<file path="src/hdl/dpbs_pkg.sv">
// ============================================================================
// dpbs_pkg: shared types and constants for the double power-by-squaring core
// Beat types, unit opcodes, state encodings and IEEE double constants.
// ============================================================================
package dpbs_pkg;

    // Default width of the exponent that is actually used.
    localparam int DPBS_EXP_WIDTH = 32;

    // IEEE 754 double constants.
    localparam logic [63:0] DBL_ONE         = 64'h3FF0_0000_0000_0000;
    localparam logic [63:0] DBL_DEFAULT_NAN = 64'hFFF8_0000_0000_0000;
    localparam logic [10:0] DBL_EXP_MAX     = 11'h7FF;

    // Exponent arithmetic inside the unit is signed and 14 bits wide.
    localparam int EXPW = 14;

    // One input beat and one result beat.
    typedef struct packed {
        logic [63:0]        base_bits;
        logic signed [31:0] exponent;
    } dpbs_in_t;

    typedef struct packed {
        logic [63:0] result_bits;
        logic        undefined;
    } dpbs_out_t;

    // Operations of the shared floating-point unit.
    typedef enum logic {
        FOP_MUL,
        FOP_RECIP
    } fop_t;

    typedef struct packed {
        logic valid;
        fop_t op;
    } fpu_req_t;

    typedef struct packed {
        logic        done;
        logic [63:0] bits;
    } fpu_rsp_t;

    typedef enum logic [2:0] {
        F_IDLE,
        F_NORM,
        F_MUL,
        F_DIV,
        F_ALIGN,
        F_DENORM,
        F_ROUND,
        F_DONE
    } fpu_state_t;

    typedef enum logic [3:0] {
        T_IDLE,
        T_SCAN,
        T_LEVEL,
        T_WAIT_U,
        T_SQR,
        T_WAIT_F,
        T_FINISH,
        T_WAIT_R
    } top_state_t;

endpackage

</file>
<file path="src/hdl/dpbs_fpu.sv">
// ============================================================================
// dpbs_fpu: multi-cycle IEEE double multiplier and reciprocal unit
// Round to nearest even, full subnormal support, one operation at a time.
// ============================================================================
module dpbs_fpu (
    input  logic               clk,
    input  logic               rst_n,
    input  dpbs_pkg::fpu_req_t req,
    input  logic [63:0]        opa,
    input  logic [63:0]        opb,
    output dpbs_pkg::fpu_rsp_t rsp
);
    import dpbs_pkg::*;

    fpu_state_t             state_reg, state_next;
    fop_t                   op_reg;
    logic                   sign_reg;
    logic [52:0]            siga_reg, sigb_reg;
    logic signed [EXPW-1:0] expa_reg, expb_reg;
    logic signed [EXPW-1:0] e_reg;
    logic signed [EXPW-1:0] be_reg;
    logic [105:0]           p_reg;
    logic                   stk_reg;
    logic [5:0]             cnt_reg;
    logic [53:0]            rem_reg;
    logic [63:0]            res_reg;

    // Operand classification.
    logic [10:0] ea, eb;
    logic [51:0] fa, fb;
    logic        a_nan, b_nan, a_inf, b_inf, a_zero, b_zero;
    logic        special;
    logic [63:0] special_bits;
    logic        res_sign;

    assign ea     = opa[62:52];
    assign eb     = opb[62:52];
    assign fa     = opa[51:0];
    assign fb     = opb[51:0];
    assign a_nan  = (ea == DBL_EXP_MAX) && (fa != '0);
    assign b_nan  = (eb == DBL_EXP_MAX) && (fb != '0);
    assign a_inf  = (ea == DBL_EXP_MAX) && (fa == '0);
    assign b_inf  = (eb == DBL_EXP_MAX) && (fb == '0);
    assign a_zero = (ea == '0) && (fa == '0);
    assign b_zero = (eb == '0) && (fb == '0);

    always_comb
    begin
        res_sign     = (req.op == FOP_MUL) ? (opa[63] ^ opb[63]) : opa[63];
        special      = 1'b1;
        special_bits = '0;
        if (req.op == FOP_MUL)
        begin
            priority if (a_nan)
                special_bits = opa | (64'd1 << 51);
            else if (b_nan)
                special_bits = opb | (64'd1 << 51);
            else if ((a_inf && b_zero) || (a_zero && b_inf))
                special_bits = DBL_DEFAULT_NAN;
            else if (a_inf || b_inf)
                special_bits = {res_sign, DBL_EXP_MAX, 52'd0};
            else if (a_zero || b_zero)
                special_bits = {res_sign, 63'd0};
            else
                special = 1'b0;
        end
        else
        begin
            priority if (a_nan)
                special_bits = opa | (64'd1 << 51);
            else if (a_inf)
                special_bits = {res_sign, 63'd0};
            else if (a_zero)
                special_bits = {res_sign, DBL_EXP_MAX, 52'd0};
            else
                special = 1'b0;
        end
    end

    // One 27x27 partial product per cycle into the 106-bit accumulator.
    logic [26:0]  mul_x, mul_y;
    logic [53:0]  mul_p;
    logic [105:0] mul_sh;

    always_comb
    begin
        unique case (cnt_reg[1:0])
            2'd0:
            begin
                mul_x = siga_reg[26:0];
                mul_y = sigb_reg[26:0];
            end
            2'd1:
            begin
                mul_x = siga_reg[26:0];
                mul_y = {1'b0, sigb_reg[52:27]};
            end
            2'd2:
            begin
                mul_x = {1'b0, siga_reg[52:27]};
                mul_y = sigb_reg[26:0];
            end
            default:
            begin
                mul_x = {1'b0, siga_reg[52:27]};
                mul_y = {1'b0, sigb_reg[52:27]};
            end
        endcase
    end

    assign mul_p = mul_x * mul_y;

    always_comb
    begin
        unique case (cnt_reg[1:0])
            2'd0:    mul_sh = {52'd0, mul_p};
            2'd1:    mul_sh = {25'd0, mul_p, 27'd0};
            2'd2:    mul_sh = {25'd0, mul_p, 27'd0};
            default: mul_sh = {mul_p[51:0], 54'd0};
        endcase
    end

    // Restoring division step for the reciprocal, one quotient bit per cycle.
    logic        div_ge;
    logic [53:0] div_sel;
    logic [53:0] rem_step;

    assign div_ge   = rem_reg >= {1'b0, siga_reg};
    assign div_sel  = div_ge ? (rem_reg - {1'b0, siga_reg}) : rem_reg;
    assign rem_step = {div_sel[52:0], 1'b0};

    // Alignment and rounding.
    logic signed [EXPW-1:0] e_adj;
    logic [52:0]            mant;
    logic                   g_bit, s_bit, inc;
    logic [53:0]            mant_r;
    logic signed [EXPW-1:0] be_r;
    logic [51:0]            frac_r;
    logic [10:0]            fexp_r;

    assign e_adj  = p_reg[105] ? e_reg : (e_reg - EXPW'(1));
    assign mant   = p_reg[105:53];
    assign g_bit  = p_reg[52];
    assign s_bit  = (p_reg[51:0] != '0) || stk_reg;
    assign inc    = g_bit && (s_bit || mant[0]);
    assign mant_r = {1'b0, mant} + {53'd0, inc};
    assign be_r   = mant_r[53] ? (be_reg + EXPW'(1)) : be_reg;
    assign frac_r = mant_r[53] ? mant_r[52:1] : mant_r[51:0];
    assign fexp_r = (mant_r[53] || mant_r[52]) ? be_r[10:0] : 11'd0;

    // Next state.
    always_comb
    begin
        state_next = state_reg;
        unique case (state_reg)
            F_IDLE:
                if (req.valid)
                    state_next = special ? F_DONE : F_NORM;
            F_NORM:
                if (siga_reg[52] && sigb_reg[52])
                    state_next = (op_reg == FOP_MUL) ? F_MUL : F_DIV;
            F_MUL:
                if (cnt_reg[1:0] == 2'd3)
                    state_next = F_ALIGN;
            F_DIV:
                if (cnt_reg == 6'd55)
                    state_next = F_ALIGN;
            F_ALIGN:
                state_next = F_DENORM;
            F_DENORM:
                priority if (be_reg >= EXPW'(2047))
                    state_next = F_DONE;
                else if (be_reg >= EXPW'(1))
                    state_next = F_ROUND;
                else
                    state_next = F_DENORM;
            F_ROUND:
                state_next = F_DONE;
            default:
                state_next = F_IDLE;
        endcase
    end

    // Outputs.
    always_comb
    begin
        rsp.done = (state_reg == F_DONE);
        rsp.bits = res_reg;
    end

    always_ff @(posedge clk or negedge rst_n)
    begin
        if (!rst_n)
            state_reg <= F_IDLE;
        else
            state_reg <= state_next;
    end

    always_ff @(posedge clk)
    begin
        unique case (state_reg)
            F_IDLE:
                if (req.valid)
                begin
                    op_reg   <= req.op;
                    sign_reg <= res_sign;
                    res_reg  <= special_bits;
                    siga_reg <= {(ea != '0), fa};
                    expa_reg <= (ea == '0) ? -EXPW'(1074)
                                           : ($signed({3'b000, ea}) - EXPW'(1075));
                    if (req.op == FOP_MUL)
                    begin
                        sigb_reg <= {(eb != '0), fb};
                        expb_reg <= (eb == '0) ? -EXPW'(1074)
                                               : ($signed({3'b000, eb}) - EXPW'(1075));
                    end
                    else
                    begin
                        sigb_reg <= {1'b1, 52'd0};
                        expb_reg <= '0;
                    end
                end
            F_NORM:
            begin
                if (!siga_reg[52])
                begin
                    siga_reg <= {siga_reg[51:0], 1'b0};
                    expa_reg <= expa_reg - EXPW'(1);
                end
                if (!sigb_reg[52])
                begin
                    sigb_reg <= {sigb_reg[51:0], 1'b0};
                    expb_reg <= expb_reg - EXPW'(1);
                end
                p_reg   <= '0;
                cnt_reg <= '0;
                stk_reg <= 1'b0;
                rem_reg <= 54'd1 << 52;
            end
            F_MUL:
            begin
                p_reg   <= p_reg + mul_sh;
                cnt_reg <= cnt_reg + 6'd1;
                e_reg   <= expa_reg + expb_reg;
            end
            F_DIV:
            begin
                rem_reg <= rem_step;
                cnt_reg <= cnt_reg + 6'd1;
                if (cnt_reg == 6'd55)
                begin
                    p_reg   <= {p_reg[54:0], div_ge, 50'd0};
                    stk_reg <= (rem_step != '0);
                end
                else
                begin
                    p_reg <= {p_reg[104:0], div_ge};
                end
                e_reg <= -EXPW'(157) - expa_reg;
            end
            F_ALIGN:
            begin
                if (!p_reg[105])
                    p_reg <= {p_reg[104:0], 1'b0};
                be_reg <= e_adj + EXPW'(1128);
            end
            F_DENORM:
                priority if (be_reg >= EXPW'(2047))
                    res_reg <= {sign_reg, DBL_EXP_MAX, 52'd0};
                else if (be_reg < -EXPW'(60))
                begin
                    p_reg   <= '0;
                    stk_reg <= 1'b1;
                    be_reg  <= EXPW'(1);
                end
                else if (be_reg < EXPW'(1))
                begin
                    p_reg   <= {1'b0, p_reg[105:1]};
                    stk_reg <= stk_reg | p_reg[0];
                    be_reg  <= be_reg + EXPW'(1);
                end
            F_ROUND:
                if (be_r >= EXPW'(2047))
                    res_reg <= {sign_reg, DBL_EXP_MAX, 52'd0};
                else
                    res_reg <= {sign_reg, fexp_r, frac_r};
            default:
            begin
            end
        endcase
    end

    // The completion strobe is a single-cycle pulse.
    a_done_pulse: assert property (@(posedge clk) disable iff (!rst_n)
        rsp.done |=> !rsp.done)
        else $error("unit completion held for more than one cycle");

    // A new operation is only issued while the unit is idle.
    a_req_idle: assert property (@(posedge clk) disable iff (!rst_n)
        req.valid |-> (state_reg == F_IDLE))
        else $error("operation issued to a busy unit");

    // The sequencer always holds a known state out of reset.
    a_state_known: assert property (@(posedge clk) disable iff (!rst_n)
        !$isunknown(state_reg))
        else $error("unit state is unknown");

endmodule

</file>
<file path="src/hdl/double_power_by_squaring_core.sv">
// ============================================================================
// double_power_by_squaring_core: IEEE double raised to a signed integer power
// Repeated squaring on one shared multiplier, then an optional reciprocal.
// ============================================================================
//
//  Channel | Ports            | Handshake
//  --------+------------------+-------------------------------------------
//  input   | args             | beat taken when start is high, busy low
//  result  | res              | beat shown for one cycle while done is high
//
// Each beat walks a squaring chain of depth D (at most EXP_WIDTH) on the
// shared unit, then takes a reciprocal for a negative exponent; subnormal
// values need extra normalizing or denormalizing steps in the unit. Every
// multiplication accumulates 27x27 partial products, and the reciprocal
// runs a restoring division. A zero base with a non-positive exponent is
// flagged undefined straight from idle. Reset clears the sequencers only.
// The receiver cannot stall: each result beat appears once, for one cycle.
//
module double_power_by_squaring_core #(
    parameter int EXP_WIDTH = dpbs_pkg::DPBS_EXP_WIDTH
) (
    input  logic                clk,
    input  logic                rst_n,
    input  logic                start,
    output logic                busy,
    input  dpbs_pkg::dpbs_in_t  args,
    output logic                done,
    output dpbs_pkg::dpbs_out_t res
);
    import dpbs_pkg::*;

    localparam int DW = $clog2(EXP_WIDTH + 1);

    top_state_t           state_reg, state_next;
    logic [EXP_WIDTH-1:0] n_reg;
    logic [EXP_WIDTH-1:0] par_reg;
    logic [DW-1:0]        depth_reg;
    logic                 neg_reg;
    logic [63:0]          x_reg, f_reg, u_reg;
    logic                 done_reg;
    dpbs_out_t            res_reg;

    // The exponent field is sign-extended, then cut to the working width.
    logic [63:0]          exp_ext;
    logic [EXP_WIDTH-1:0] e_w;
    logic                 e_neg, e_zero, zero_base, undef;
    logic [EXP_WIDTH-1:0] mag;

    assign exp_ext   = {{32{args.exponent[31]}}, args.exponent};
    assign e_w       = exp_ext[EXP_WIDTH-1:0];
    assign e_neg     = e_w[EXP_WIDTH-1];
    assign e_zero    = (e_w == '0);
    assign mag       = e_neg ? (~e_w + {{(EXP_WIDTH-1){1'b0}}, 1'b1}) : e_w;
    assign zero_base = (args.base_bits[62:0] == '0);
    assign undef     = zero_base && (e_neg || e_zero);

    // Each level of the chain records its parity. An odd n leads to
    // (n-1)/2 and an even n to n/2-1; the recursion then unwinds from the
    // deepest level, so the last parity pushed is the first one used.
    logic [EXP_WIDTH-1:0] n_half, n_step;

    assign n_half = {1'b0, n_reg[EXP_WIDTH-1:1]};
    assign n_step = n_reg[0] ? n_half : (n_half - {{(EXP_WIDTH-1){1'b0}}, 1'b1});

    logic f_zero;
    assign f_zero = (f_reg[62:0] == '0);

    // Shared floating-point unit.
    fpu_req_t    fpu_req;
    logic [63:0] fpu_a, fpu_b;
    fpu_rsp_t    fpu_rsp;

    dpbs_fpu u_fpu (
        .clk   (clk),
        .rst_n (rst_n),
        .req   (fpu_req),
        .opa   (fpu_a),
        .opb   (fpu_b),
        .rsp   (fpu_rsp)
    );

    // Next state.
    always_comb
    begin
        state_next = state_reg;
        unique case (state_reg)
            T_IDLE:
                if (start && !undef)
                    state_next = T_SCAN;
            T_SCAN:
                if (n_reg == '0)
                    state_next = T_LEVEL;
            T_LEVEL:
                state_next = (depth_reg == '0) ? T_FINISH : T_WAIT_U;
            T_WAIT_U:
                if (fpu_rsp.done)
                    state_next = T_SQR;
            T_SQR:
                state_next = T_WAIT_F;
            T_WAIT_F:
                if (fpu_rsp.done)
                    state_next = T_LEVEL;
            T_FINISH:
                state_next = (!neg_reg || f_zero) ? T_IDLE : T_WAIT_R;
            T_WAIT_R:
                if (fpu_rsp.done)
                    state_next = T_IDLE;
            default:
                state_next = T_IDLE;
        endcase
    end

    // Unit requests. Each level first forms u = x * f; an even level then
    // squares u, and an odd level multiplies u by the old f.
    always_comb
    begin
        fpu_req.valid = 1'b0;
        fpu_req.op    = FOP_MUL;
        fpu_a         = x_reg;
        fpu_b         = f_reg;
        unique case (state_reg)
            T_LEVEL:
                fpu_req.valid = (depth_reg != '0);
            T_SQR:
            begin
                fpu_req.valid = 1'b1;
                fpu_a         = u_reg;
                fpu_b         = par_reg[0] ? f_reg : u_reg;
            end
            T_FINISH:
            begin
                fpu_req.valid = neg_reg && !f_zero;
                fpu_req.op    = FOP_RECIP;
                fpu_a         = f_reg;
            end
            default:
            begin
            end
        endcase
    end

    assign busy = (state_reg != T_IDLE);
    assign done = done_reg;
    assign res  = res_reg;

    // Control state.
    always_ff @(posedge clk or negedge rst_n)
    begin
        if (!rst_n)
        begin
            state_reg <= T_IDLE;
            done_reg  <= 1'b0;
            depth_reg <= '0;
        end
        else
        begin
            state_reg <= state_next;
            done_reg  <= ((state_reg == T_IDLE) && start && undef)
                      || ((state_reg == T_FINISH) && (!neg_reg || f_zero))
                      || ((state_reg == T_WAIT_R) && fpu_rsp.done);
            if ((state_reg == T_SCAN) && (n_reg != '0))
                depth_reg <= depth_reg + DW'(1);
            else if ((state_reg == T_WAIT_F) && fpu_rsp.done)
                depth_reg <= depth_reg - DW'(1);
        end
    end

    // Datapath.
    always_ff @(posedge clk)
    begin
        unique case (state_reg)
            T_IDLE:
                if (start)
                begin
                    x_reg   <= args.base_bits;
                    n_reg   <= mag;
                    neg_reg <= e_neg;
                    f_reg   <= DBL_ONE;
                    res_reg <= '{result_bits: 64'd0, undefined: 1'b1};
                end
            T_SCAN:
                if (n_reg != '0)
                begin
                    par_reg <= {par_reg[EXP_WIDTH-2:0], n_reg[0]};
                    n_reg   <= n_step;
                end
            T_WAIT_U:
                if (fpu_rsp.done)
                    u_reg <= fpu_rsp.bits;
            T_WAIT_F:
                if (fpu_rsp.done)
                begin
                    f_reg   <= fpu_rsp.bits;
                    par_reg <= {1'b0, par_reg[EXP_WIDTH-1:1]};
                end
            T_FINISH:
                if (!neg_reg)
                    res_reg <= '{result_bits: f_reg, undefined: 1'b0};
                else if (f_zero)
                    res_reg <= '{result_bits: {f_reg[63], DBL_EXP_MAX, 52'd0},
                                 undefined: 1'b0};
            T_WAIT_R:
                if (fpu_rsp.done)
                    res_reg <= '{result_bits: fpu_rsp.bits, undefined: 1'b0};
            default:
            begin
            end
        endcase
    end

    // A result beat always follows either an accepted start or busy work.
    a_done_cause: assert property (@(posedge clk) disable iff (!rst_n)
        done |-> $past(busy || start))
        else $error("result beat without a preceding job");

    // The undefined flag always comes with a zero result pattern.
    a_undef_zero: assert property (@(posedge clk) disable iff (!rst_n)
        (done && res.undefined) |-> (res.result_bits == 64'd0))
        else $error("undefined result carries a nonzero pattern");

    // Every pushed parity has been consumed once the core is idle.
    a_depth_idle: assert property (@(posedge clk) disable iff (!rst_n)
        (state_reg == T_IDLE) |-> (depth_reg == '0))
        else $error("squaring chain left unfinished");

endmodule
</file>
<file path="config.mk">
export PLATFORM = sky130hd
export DESIGN_NAME = double_power_by_squaring_core
export DESIGN_NICKNAME = d
export VERILOG_FILES = /design/src/hdl/dpbs_pkg.sv /design/src/hdl/dpbs_fpu.sv /design/src/hdl/double_power_by_squaring_core.sv
export SDC_FILE = /design/constraint.sdc
export NUM_CORES = 2
export LEC_CHECK = 0
export BUFFER_PORTS_ARGS = -buffer_cell sky130_fd_sc_hd__buf_2
export CAP_MARGIN = 15
export CELL_PAD_IN_SITES_DETAIL_PLACEMENT = 0
export CELL_PAD_IN_SITES_GLOBAL_PLACEMENT = 2
export CORE_UTILIZATION = 45
export DETAILED_ROUTE_END_ITERATION = 10
export HOLD_SLACK_MARGIN = 0.06
export PLACE_DENSITY_LB_ADDON = 0.1
export SYNTH_ARGS = -nofsm -noshare
export SYNTH_HDL_FRONTEND = slang
export SYNTH_SLANG_ARGS = --single-unit
</file>
<file path="constraint.sdc">
create_clock -name clk -period 35.5 [get_ports clk]
set_clock_uncertainty 0.15 [all_clocks]
set_input_delay 1.775 -clock clk [delete_from_list [all_inputs] [get_ports clk]]
set_output_delay 1.775 -clock clk [all_outputs]
set_load 0.03 [all_outputs]
</file>
### After elaboration in Yosys (flattened, before gate mapping)

Cells that the tools add are included.

* output and inout port bits: 67
* ROM bits: 0
* bits of input ports: 99
* logic and storage cells: 285
* memories: 0
* bits in writable memories: 0
* latch bits: 0
* flip-flop bits (word level): 731

* reduce and logical (&&, ||, !) cells: 87
* $lt $le $gt $ge: 6
* divide/modulo/power cells: 0
* add/subtract/negate cells: 17
* shift-type cells: 0
* multipliers: 1
* bitwise operators: 3
* muxes and demuxes: 105
* equality and inequality tests: 38

Operators with widths (number)
* $mux W64: 15
* $mux W106: 5
* $pmux W106 S5: 1
* $mux W53: 6
* $mux W65: 4
* $pmux W64 S2: 2
* $pmux W106 S2: 1
* $pmux W53 S2: 2
* $pmux W65 S3: 1
* $mux W32: 6
* $pmux W64 S3: 1
* $mux W14: 12
* $reduce_bool A52 Y1: 3
* $pmux W32 S2: 2
* $logic_not A63 Y1: 2
* $pmux W14 S2: 4
* $pmux W54 S2: 1
* $add A106 B106 Y106: 1
* $logic_not A52 Y1: 2
* $logic_not A32 Y1: 2
* $mux W63: 1
* $add A53 B1 Y54: 1
* $ge A54 B53 Y1: 1
* $mul A27 B27 Y54: 1
* 65 further kinds: 180

### Logic depth before layout (Yosys ltp)

* word-level depth: 14
* mapped depth: 51
* gate-level depth less buffers: 46

### Cells and area by module

From an unflattened synthesis, not the netlist that was laid out.

* cell total of the unflattened synthesis: 7868
* area, all modules: 72366.9 µm²

Modules (own cells, without submodules)
* dpbs_fpu: seq. area each 11906.4 µm², area an instance 56511.7 µm², instances 1, cells an instance 6616
* double_power_by_squaring_core: seq. area each 9919.5 µm², area an instance 15855.2 µm², instances 1, cells an instance 1252

### Least setup slack after synthesis

Ideal clock, no wire load.

* path kind: reg-to-reg
* from: register u_fpu.cnt_reg[1]
* to: register u_fpu.p_reg[98] (data pin)
* buffers on the path: 5
* setup time: 261 ps
* required time: 35089 ps
* arrival time: 11885 ps
* period minus slack after synthesis: 12296 ps
* setup slack: 23204 ps
* stages on the path, launching flop included: 50
* cell sequence: edfxtp_1 > clkbuf_1 > inv_2 > clkbuf_1 > ha_1 > nor2_1 > clkbuf_1 > mux2_2 > buf_1 > nand2_1 > fa_1 > inv_1 > fa_1 > inv_1 > fa_1 > fa_1 > inv_1 > fa_1 > [... 14 more ...] > a21oi_1 > o21ai_0 > xor2_1 > nand2_1 > o21ai_0 > ha_1 > a21o_1 > a31o_2 > a2111oi_0 > o21ai_0 > a41oi_1 > o21ai_0 > a41oi_1 > o21ai_0 > a31oi_1 > o21a_1 > o31ai_1 > a221o_1

* cells in the longest elaborated chain, start to end: 7
* elaborated cells between the ends (all ways): 14
* those cells by class: 1 x add/sub; 1 x mul; 3 x eq/ne; 5 x mux; 4 x reduce/logical

Ends and longest elaborated chain
* from (decl): RTL line dpbs_fpu.sv:24 `logic [5:0] cnt_reg;`
* from (signal assigned): RTL line dpbs_fpu.sv:243 `cnt_reg <= cnt_reg + 6'd1;`
* from (signal assigned): RTL line dpbs_fpu.sv:249 `cnt_reg <= cnt_reg + 6'd1;`
* $eq A2 B1 Y1, or another cell as far along: RTL line dpbs_fpu.sv:87, dpbs_fpu.sv:115
* $reduce_or A2 Y1 (no line)
* $mux W27: RTL line dpbs_fpu.sv:87 `unique case (cnt_reg[1:0])`
* $mul A27 B27 Y54: RTL line dpbs_fpu.sv:111 `assign mul_p = mul_x * mul_y;`
* $pmux W106 S2: RTL line dpbs_fpu.sv:115 `unique case (cnt_reg[1:0])`
* $add A106 B106 Y106: RTL line dpbs_fpu.sv:242 `p_reg <= p_reg + mul_sh;`
* $pmux W106 S5 (*): RTL line dpbs_fpu.sv:201 `unique case (state_reg)`
* to (signal assigned): RTL line dpbs_fpu.sv:242
* to (signal assigned): RTL line dpbs_fpu.sv:252 `p_reg <= {p_reg[54:0], div_ge, 50'd0};`
* to (signal assigned): RTL line dpbs_fpu.sv:257 `p_reg <= {p_reg[104:0], div_ge};`
* to (decl): RTL line dpbs_fpu.sv:22 `logic [105:0] p_reg;`

Every way passes the cells marked *; elsewhere a longest branch is shown, timed or not.
A chain may end at the register's enable or synchronous reset.

### Final worst setup path

Ends and elaborated chain as after synthesis.

==> metrics <==
ys flop type=edfxtp_1; H-tree depth=3; CP max FO=56; wire per inst=29.1 um; Synth Area in XOR/XNOR=slightly below 5%; Worst path slowest cell=mux2_2; mux cell area share after synthesis=under 10%; Ports=~170; setup bufs post-CTS=0; adder-cell share of the synthesized area=24.5%; Largest register FFs=approximately 110; CTS clk-pin slew, worst paths=around 0.06 ns; synthesized flop and latch total=729; setup tns final=0 ns; final count of pins violating max slew=0; DRT iter0 DRCs=between 7,000 and 8,000; yosys warns=0; Synthesized Nets=between 8,000 and 9,000; Num CTS Buffers=86; routed vias/inst=about 6.1; RSZ-0062 raised after global routing=false; Synth async-reset ratio=~1.8%; Fin. Hold Viols=0; WS Path Type=flip-flop to flip-flop; arrival time worst endpoint=~15 ns; vias=about 61,000; CP max stage delay=0.78 ns; hold_buf cts=0; Mapped Area=approximately 0.07 mm^2; core area=~0.16 mm^2; slew at the pin with the worst max-slew slack=roughly 1.3 ns; Top delay family on crit path=compound AO/OA/AOI/OAI gates; worst path buffer plus inverter count=8; worst hold-check path type=flip-flop to flip-flop; nets@finish=around 8,900; Max-slew headroom=between 10% and 20%; # DRC=0; antenna violations before repair=8; Detailed Route WL=approximately 290,000 um; post-DP HPWL=228,000 um; Syn Inst Count=7,787; largest net degree at the start of global routing=118; post_cts resized=0; CP endpoint kind=flip-flop; minimum clock period=between 10 and 15 ns; register area share after synthesis=between 30% and 40%; Die Ht=about 400 um; initial core utilization=45.5%; largest area contributor in the netlist=edfxtp_1; max-cap violation count=0; maximum clock insertion buffer count=3; Die ar.=about 0.16 mm^2; Post-synth EDFFs=around 720; layout cells sized above 1=under 10%; TritonCTS clock tree=built; TritonRoute pass-1 iters=7; area share of the leading cell type in the synthesized netlist=between 30% and 40%; most frequent CP cell=fa_1; Root Buffer Master=clkbuf_16; GRT Util Overall=between 30% and 40%; clk_lat worst skew=0.75 ns; Layout area overhead=8.93%; post-synth cell types=84; Area contributors post-synth=edfxtp_1 (30%), fa_1 (18%), ha_1 (6.8%); largest family of logic cells by synthesized area=adder cells; fin crit share=around two fifths; CTS Sinks=roughly 730; Routed Antenna Nets=0; status=finished, final reports clean; post-synthesis compound-gate area fraction=between 10% and 20%; row count=roughly 150; syn_area_per_cell=approximately 9.1 um^2; startpoint types=flip-flop; simple-gate area share of the yosys netlist=between 10% and 20%; gpl congestion=roughly 1.0; vias in the first global route=approximately 59,000; die width=~400 um; critical path required time=about 36 ns; Fmax=69.0 MHz; PortBufs=between 150 and 200; final setup vio count=0; total grt overflow=0; global-route wire length before repair=between 400,000 and 500,000 um
[cells in the final DEF (no fill, tap or decap), types with 86 or more instances in the layout]
| cell type | count |
|---|---|
| nor2_1 | 650 |
| a21oi_1 | 438 |
| clkbuf_16 | 86 |
| xnor2_1 | 206 |
| a21o_1 | 112 |
| fa_1 | 628 |
| o21ai_0 | 484 |
| mux2i_1 | 146 |
| nor4_1 | 94 |
| nor3_1 | 100 |
| and2_1 | 124 |
| ha_1 | 388 |
| nand2_1 | 1017 |
| nand3_1 | 149 |
| buf_4 | 158 |
| xor2_1 | 192 |
| nand4_1 | 105 |
| edfxtp_1 | 716 |
| buf_2 | 165 |
| inv_1 | 895 |
[stage by stage]
step / hold slack [ns] / worst slack (ns) / std cells / area [um^2] / utilization, %
final: 0.317 / 21.00 / 9938 / 77500 / 49.5
after global placement: 0.299 / 21.28 / 9772 / 74500 / 47.6
after detailed placement: 0.303 / 21.19 / 9773 / 74500 / 47.6
after global routing: 0.336 / 20.29 / 9935 / 77500 / 49.5
after CTS: 0.315 / 21.23 / 9931 / 77500 / 49.5
after floorplan: 0.291 / 23.20 / 7787 / 71200 / -
[area by class of cell]
| cell class | instances | area, um^2 |
|---|---|---|
| Antenna cell | 5 | 12.5 |
| Clock buffer | 106 | 2260 |
| Fill cell | 15100 | 79000 |
| Clock inverter | 52 | 682 |
| Timing Repair Buffer | 325 | 2050 |
| Inverter | 900 | 3380 |
| Sequential cell | 729 | 21800 |
| Tap cell | 2058 | 2570 |
| Multi-Input combinational cell | 5763 | 44800 |
[layer usage]
layer	vias to the layer above	GRT usage [%]	wire [um]
li1	26800	-	-
met1	30600	51.6	125000
met2	2824	53.8	125000
met3	450	8.05	28700
met4	4	12.2	11300
met5	-	0	26
[cell families (layout without fill, tap and decap cells)]
kind of cell    Yosys count  in the layout
other cells               0              5
simple gates           2476           2476
compound gates         1663           1663
flops                   729            729
mux                     210            210
xor+xnor                398            398
fa+ha+maj              1016           1016
buf+inv                1295           1383
[worst paths after layout]
kind | start | end | slack [ns] | depth (start not counted)
max in group asynchronous | rst_n | state_reg[1] | 34.06 | 1
min in group asynchronous | rst_n | u_fpu.state_reg[2] | 0.81 | 1
hold reg to reg | u_fpu.res_reg[7] | u_reg[7] | 0.32 | 0
setup / recovery | u_fpu.cnt_reg[1] | u_fpu.p_reg[98] | 21.00 | 45
hold / removal | u_fpu.res_reg[7] | u_reg[7] | 0.32 | 0
setup reg to reg | u_fpu.cnt_reg[1] | u_fpu.p_reg[98] | 21.00 | 45
[cell usage after synthesis (59+ instances only)]
cell type,n
nor3_1,103
o22ai_1,72
inv_1,896
xor2_1,192
a21oi_1,438
clkbuf_1,335
mux2i_1,152
nand4_1,105
a222oi_1,59
fa_1,628
xnor2_1,206
and2_1,124
ha_1,388
nor4_1,96
edfxtp_1,716
nand2_1,1023
a21o_1,112
nand3_1,150
o21ai_0,496
nor2_1,659
a22o_1,74
Power is left out: the tool's default activity adds up to more than one toggle a clock period on the data nets, which glitch-free logic cannot reach.
